[src/rtl/ltc_div.sv]
// ----------------------------------------------------------------------------
// ltc_div
// Pipelined restoring divider, one quotient bit per stage, several lanes.
// Caller guarantees num < den << QUOT_W so the quotient fits.
// ----------------------------------------------------------------------------
module ltc_div #(
    parameter int LANES  = 4,
    parameter int NUM_W  = 26,
    parameter int DEN_W  = 18,
    parameter int QUOT_W = 8
) (
    input  logic              clk,
    input  logic              rst_n,
    input  logic              in_valid,
    output logic              in_ready,
    input  logic [NUM_W-1:0]  in_num  [LANES],
    input  logic [DEN_W-1:0]  in_den  [LANES],
    output logic              out_valid,
    input  logic              out_ready,
    output logic [QUOT_W-1:0] out_quot [LANES]
);

    localparam int LAST = QUOT_W - 1;

    logic              valid_reg [QUOT_W];
    logic              stage_ready [QUOT_W];
    logic [QUOT_W-1:0] quot_reg [QUOT_W][LANES];
    // remainder and divisor are not needed after the last stage
    logic [NUM_W-1:0]  rem_reg [LAST][LANES];
    logic [DEN_W-1:0]  den_reg [LAST][LANES];

    genvar k, l;
    generate
        for (k = 0; k < QUOT_W; k++) begin : g_stage
            localparam int BIT = QUOT_W - 1 - k;

            logic [NUM_W-1:0]  rem_in   [LANES];
            logic [DEN_W-1:0]  den_in   [LANES];
            logic [QUOT_W-1:0] quot_in  [LANES];
            logic              valid_in;
            logic [NUM_W-1:0]  rem_next [LANES];
            logic [QUOT_W-1:0] quot_next [LANES];

            if (k == 0) begin : g_first
                assign valid_in = in_valid;
                for (l = 0; l < LANES; l++) begin : g_lane
                    assign rem_in[l]  = in_num[l];
                    assign den_in[l]  = in_den[l];
                    assign quot_in[l] = '0;
                end
            end else begin : g_rest
                assign valid_in = valid_reg[k-1];
                for (l = 0; l < LANES; l++) begin : g_lane
                    assign rem_in[l]  = rem_reg[k-1][l];
                    assign den_in[l]  = den_reg[k-1][l];
                    assign quot_in[l] = quot_reg[k-1][l];
                end
            end

            if (k == LAST) begin : g_ready_last
                assign stage_ready[k] = !valid_reg[k] || out_ready;
            end else begin : g_ready_mid
                assign stage_ready[k] = !valid_reg[k] || stage_ready[k+1];
            end

            for (l = 0; l < LANES; l++) begin : g_step
                logic [NUM_W-1:0] trial;
                logic             fits;
                assign trial = NUM_W'(den_in[l]) << BIT;
                assign fits  = rem_in[l] >= trial;
                always_comb
                begin
                    rem_next[l]       = fits ? (rem_in[l] - trial) : rem_in[l];
                    quot_next[l]      = quot_in[l];
                    quot_next[l][BIT] = fits;
                end
            end

            always_ff @(posedge clk or negedge rst_n)
            begin
                if (!rst_n)
                begin
                    valid_reg[k] <= 1'b0;
                end
                else if (stage_ready[k])
                begin
                    valid_reg[k] <= valid_in;
                end
            end

            always_ff @(posedge clk)
            begin
                if (stage_ready[k] && valid_in)
                begin
                    quot_reg[k] <= quot_next;
                end
            end

            if (k < LAST) begin : g_keep
                always_ff @(posedge clk)
                begin
                    if (stage_ready[k] && valid_in)
                    begin
                        rem_reg[k] <= rem_next;
                        den_reg[k] <= den_in;
                    end
                end
            end
        end
    endgenerate

    assign in_ready  = stage_ready[0];
    assign out_valid = valid_reg[LAST];
    assign out_quot  = quot_reg[LAST];

endmodule

[config.mk]
export PLATFORM = sky130hd
export DESIGN_NAME = ltc_div
export DESIGN_NICKNAME = d
export VERILOG_FILES = /design/src/rtl/ltc_div.sv
export SDC_FILE = /design/constraint.sdc
export NUM_CORES = 2
export LEC_CHECK = 0
export ABC_AREA = 0
export BUFFER_PORTS_ARGS = -buffer_cell sky130_fd_sc_hd__buf_2
export CORE_MARGIN = 4
export CORE_UTILIZATION = 65
export DETAILED_ROUTE_END_ITERATION = 8
export PLACE_DENSITY = 0.81
export SLEW_MARGIN = 30
export SYNTH_ARGS = -nofsm -noshare
export SYNTH_HDL_FRONTEND = slang
export SYNTH_SLANG_ARGS = --single-unit
[constraint.sdc]
create_clock -name clk -period 19.1 [get_ports clk]
set_input_delay 1.91 -clock clk [delete_from_list [all_inputs] [get_ports clk]]
set_output_delay 1.91 -clock clk [all_outputs]
set_load 0.01 [all_outputs]
==> flow_summary.toml <==
[outcome]
status = "completed"

[power]
p_per_area_nw_per_um2 = 158
p_leak_nw = 34.3
ir_worst_vdd_v = 0.0000825

[critical_path]
worstPathArrival_ns = 3.62
slowest_delay_ns = 0.46
cp.buffers_inverters = 3
r2r-start = "rem_reg[3][31]"
regToRegEndpoint = "rem_reg[4][46]"
cp_num_cells = 8
rrSetupSlack_ns = 15.07
startpoint_type = "input port"
required_ns = 17.19
crit_chain = "buf_2 > nor2b_1 > nand3_1 > nor2_1 > nand3_1 > inv_1 > nand3_1 > buf_2"
crit_path_frequent_cell = "nand3_1"
slowest_stage = "nor2b_1"
path_max_fanout = 5
critical_path_class = "input port to output port"
reg2reg_depth = 10
cp_top_family = "simple AND/OR/NAND/NOR gates"
cp-end-kind = "output port"

[floorplanning]
ioPinCount = 214
core_area_um2 = 118000
dieArea_um2 = 125000
dieWidth_um = 354
die_height_um = 354
initial_core_util_pct = 65.7
rows = 126

[global_routing]
track_usage_pct = 26.0
antenna_found_initial = 0
grt_max_degree = 92
grt_pass1_wl_um = 264000
grt_pass1_vias = 50467
gr-total-overflow = 0

[cells_and_area]
nNetsFinal = 7994
largest_register_ffs = 728
multiInputGateArea_um2 = 33000
instances_no_fill = 8922
fillers = 7876
area_growth_pct = 10.0
post-route-util_pct = 72.2
regArea_um2 = 41500
diodes = 0
stdcell_area_um2 = 85500
drive_gt1_share_pct = 9.31

[logic_synthesis]
synthArstFlopShare_pct = 0.578
synthesis.instances = 6919
synth_warnings = 0
syn_avg_cell_area_um2 = 11.2
ys.flop_type = "edfxtp_1"
synth-edff-count = 1376
synth_seq_cells = 1384
synth_cell_types = 103
postSynthNetCount = 7703
synth_area_um2 = 77700
ys_seq_area_share_pct = 53.4

[placement]
dpl_cell_area_um2 = 80800
dp.cells = 8668
io_buffers = 213
hpwl_um = 124000
preCtsSetupSlack_ns = 13.61
gp_congestion = 0.925

[routing]
routedWlPerCell_um = 18.4
remaining_drc_errors = 0
drt_iter0_markers = 5800
finalWirelength_um = 164000
num_vias = 53461
first_pass_iters = 6
antenna_left = 0
viasPerCell = 5.99

[clock_tree]
cts.sinks = 1384
cts_buffers = 140
hold_buffers = 0
cts_root_buffer = "clkbuf_16"
clock_latency_ns = 0.77
ctsLongestPathBuffers = 3
postCtsSetupRepairBufs = 0
ctsResizeCount = 0
htreeDepth = 4
clk_pin_slew_ns = 0.06
cts_tree = "built"

[hold_path]
hp-start = "quot_reg[1][35]"
hold_depth = 0
hp-class = "flop to flop"
min_to = "quot_reg[1][67]"

[timing]
worst_pin_slew_ns = 0.913
rsz0062_at_grt = "false"
setup_viol_count_final = 0
period_share_pct = 28.9
skew_ns = 0.0233
finalWorstSetupSlack_ns = 13.57
drv_slew = 0
finalHoldViolations = 0
finalSetupTns_ns = 0
slew_headroom_pct = 39.1
layout_min_cycle_time_ns = 5.53
fmax_mhz = 181

[flow_run]
maxCapViolCount = 0
[cells by family (layout without fill, tap and decap cells)]
group	count (synthesis)	in the layout	synth area share, %
simple gates	1737	1737	11.0
compound gates	1735	1735	14.2
flops	1384	1384	53.4
buf+inv	862	1265	4.28
fa+ha+maj	604	604	9.99
xor+xnor	482	482	5.43
mux	115	115	1.65
[placed cells by master, fill, tap and decap left out, types with 34 or more instances in the layout]
cell type	n
a21oi_1	504
xnor2_1	261
nand2_1	482
nor2_1	468
ha_1	576
clkbuf_16	142
and3_1	41
xor2_1	221
nor2b_1	64
buf_4	34
o31ai_1	45
a21o_1	170
o211ai_1	42
o21a_1	78
mux2_2	105
o21ai_0	456
nor4_1	60
inv_1	752
buf_2	213
o21bai_1	68
or3_1	51
nand3_1	91
a31oi_1	47
a211oi_1	52
nand2b_1	83
edfxtp_1	1376
nor3_1	137
nand4_1	64
[report_power, final]
part           leakage (nW)  internal [mW]  total (mW)  switching, mW
sequential             13.3           4.74        5.36          0.622
combinational          18.7           2.24        5.36           3.12
clock                  2.27           1.65        2.78           1.13
total                  34.3           8.63        13.5           4.87
[worst reg2reg max path, cell delays in order (launching register included)]
cell	delay, ns
edfxtp_1	0.42
ha_1	0.39
o21ai_0	0.19
a21oi_1	0.09
o31ai_1	0.35
a21oi_1	0.19
o31ai_1	0.48
and2_1	0.65
inv_1	0.56
o2111ai_1	0.30
nand3_1	0.14
[layout make-up]
cell class	count	area share, %
clock inverters	84	1.23
repair buffers	255	1.67
multi-input cells	4673	38.6
inverters	756	3.32
well taps	1600	2.34
clock buffers	170	4.28
flip-flops and latches	1384	48.6
[through the flow]
step / power [mW] / hold WS (ns)
after floorplan: 9.36 / 0.400
after global placement: 10.4 / 0.401
after detailed placement: 10.6 / 0.405
after CTS: 13.5 / 0.415
after global routing: 14.4 / 0.422
final: 13.5 / 0.412
[cell usage after synthesis (21+ instances only)]
cell,count,area share [%]
o31ai_1,45,0.43
and3_1,41,0.33
xor2_1,221,2.5
nand3_1,91,0.59
a21o_1,170,1.6
edfxtp_1,1376,53
nor2b_1,66,0.53
o31a_1,23,0.26
buf_2,29,0.19
o21ai_0,456,2.9
a31oi_1,49,0.39
nand2_1,482,2.3
nor2_1,470,2.3
clkbuf_1,61,0.29
or3_1,51,0.41
nand4_1,64,0.52
o21a_1,78,0.75
nand4b_1,23,0.26
nand2b_1,83,0.67
o211ai_1,42,0.41
a211oi_1,53,0.51
nor4b_1,21,0.24
ha_1,576,9.3
o21bai_1,68,0.66
nor4_1,60,0.48
xnor2_1,261,2.9
and2_1,31,0.25
inv_1,752,3.6
nor3_1,137,0.88
or4_1,21,0.20
fa_1,28,0.72
a21oi_1,505,3.3
mux2_2,105,1.5
or2_2,28,0.23
[how the worst max path moves through the flow]
stage,from,to,slack [ns]
after global routing,out_ready,in_ready,13.38
final,out_ready,in_ready,13.57
after detailed placement,out_ready,in_ready,13.61
after CTS,out_ready,in_ready,13.59
after global placement,out_ready,in_ready,13.69
after floorplan,out_ready,den_reg[5][0],6.30
[routing by layer]
metal	GRT usage [%]	up-vias	wire (µm)
met1	40.9	24968	77800
met3	3.20	231	12600
li1	-	26060	-
met2	38.5	2202	70500
met5	0	-	0
met4	6.50	0	3110
Note: power is estimated with default switching activity, not from simulation.
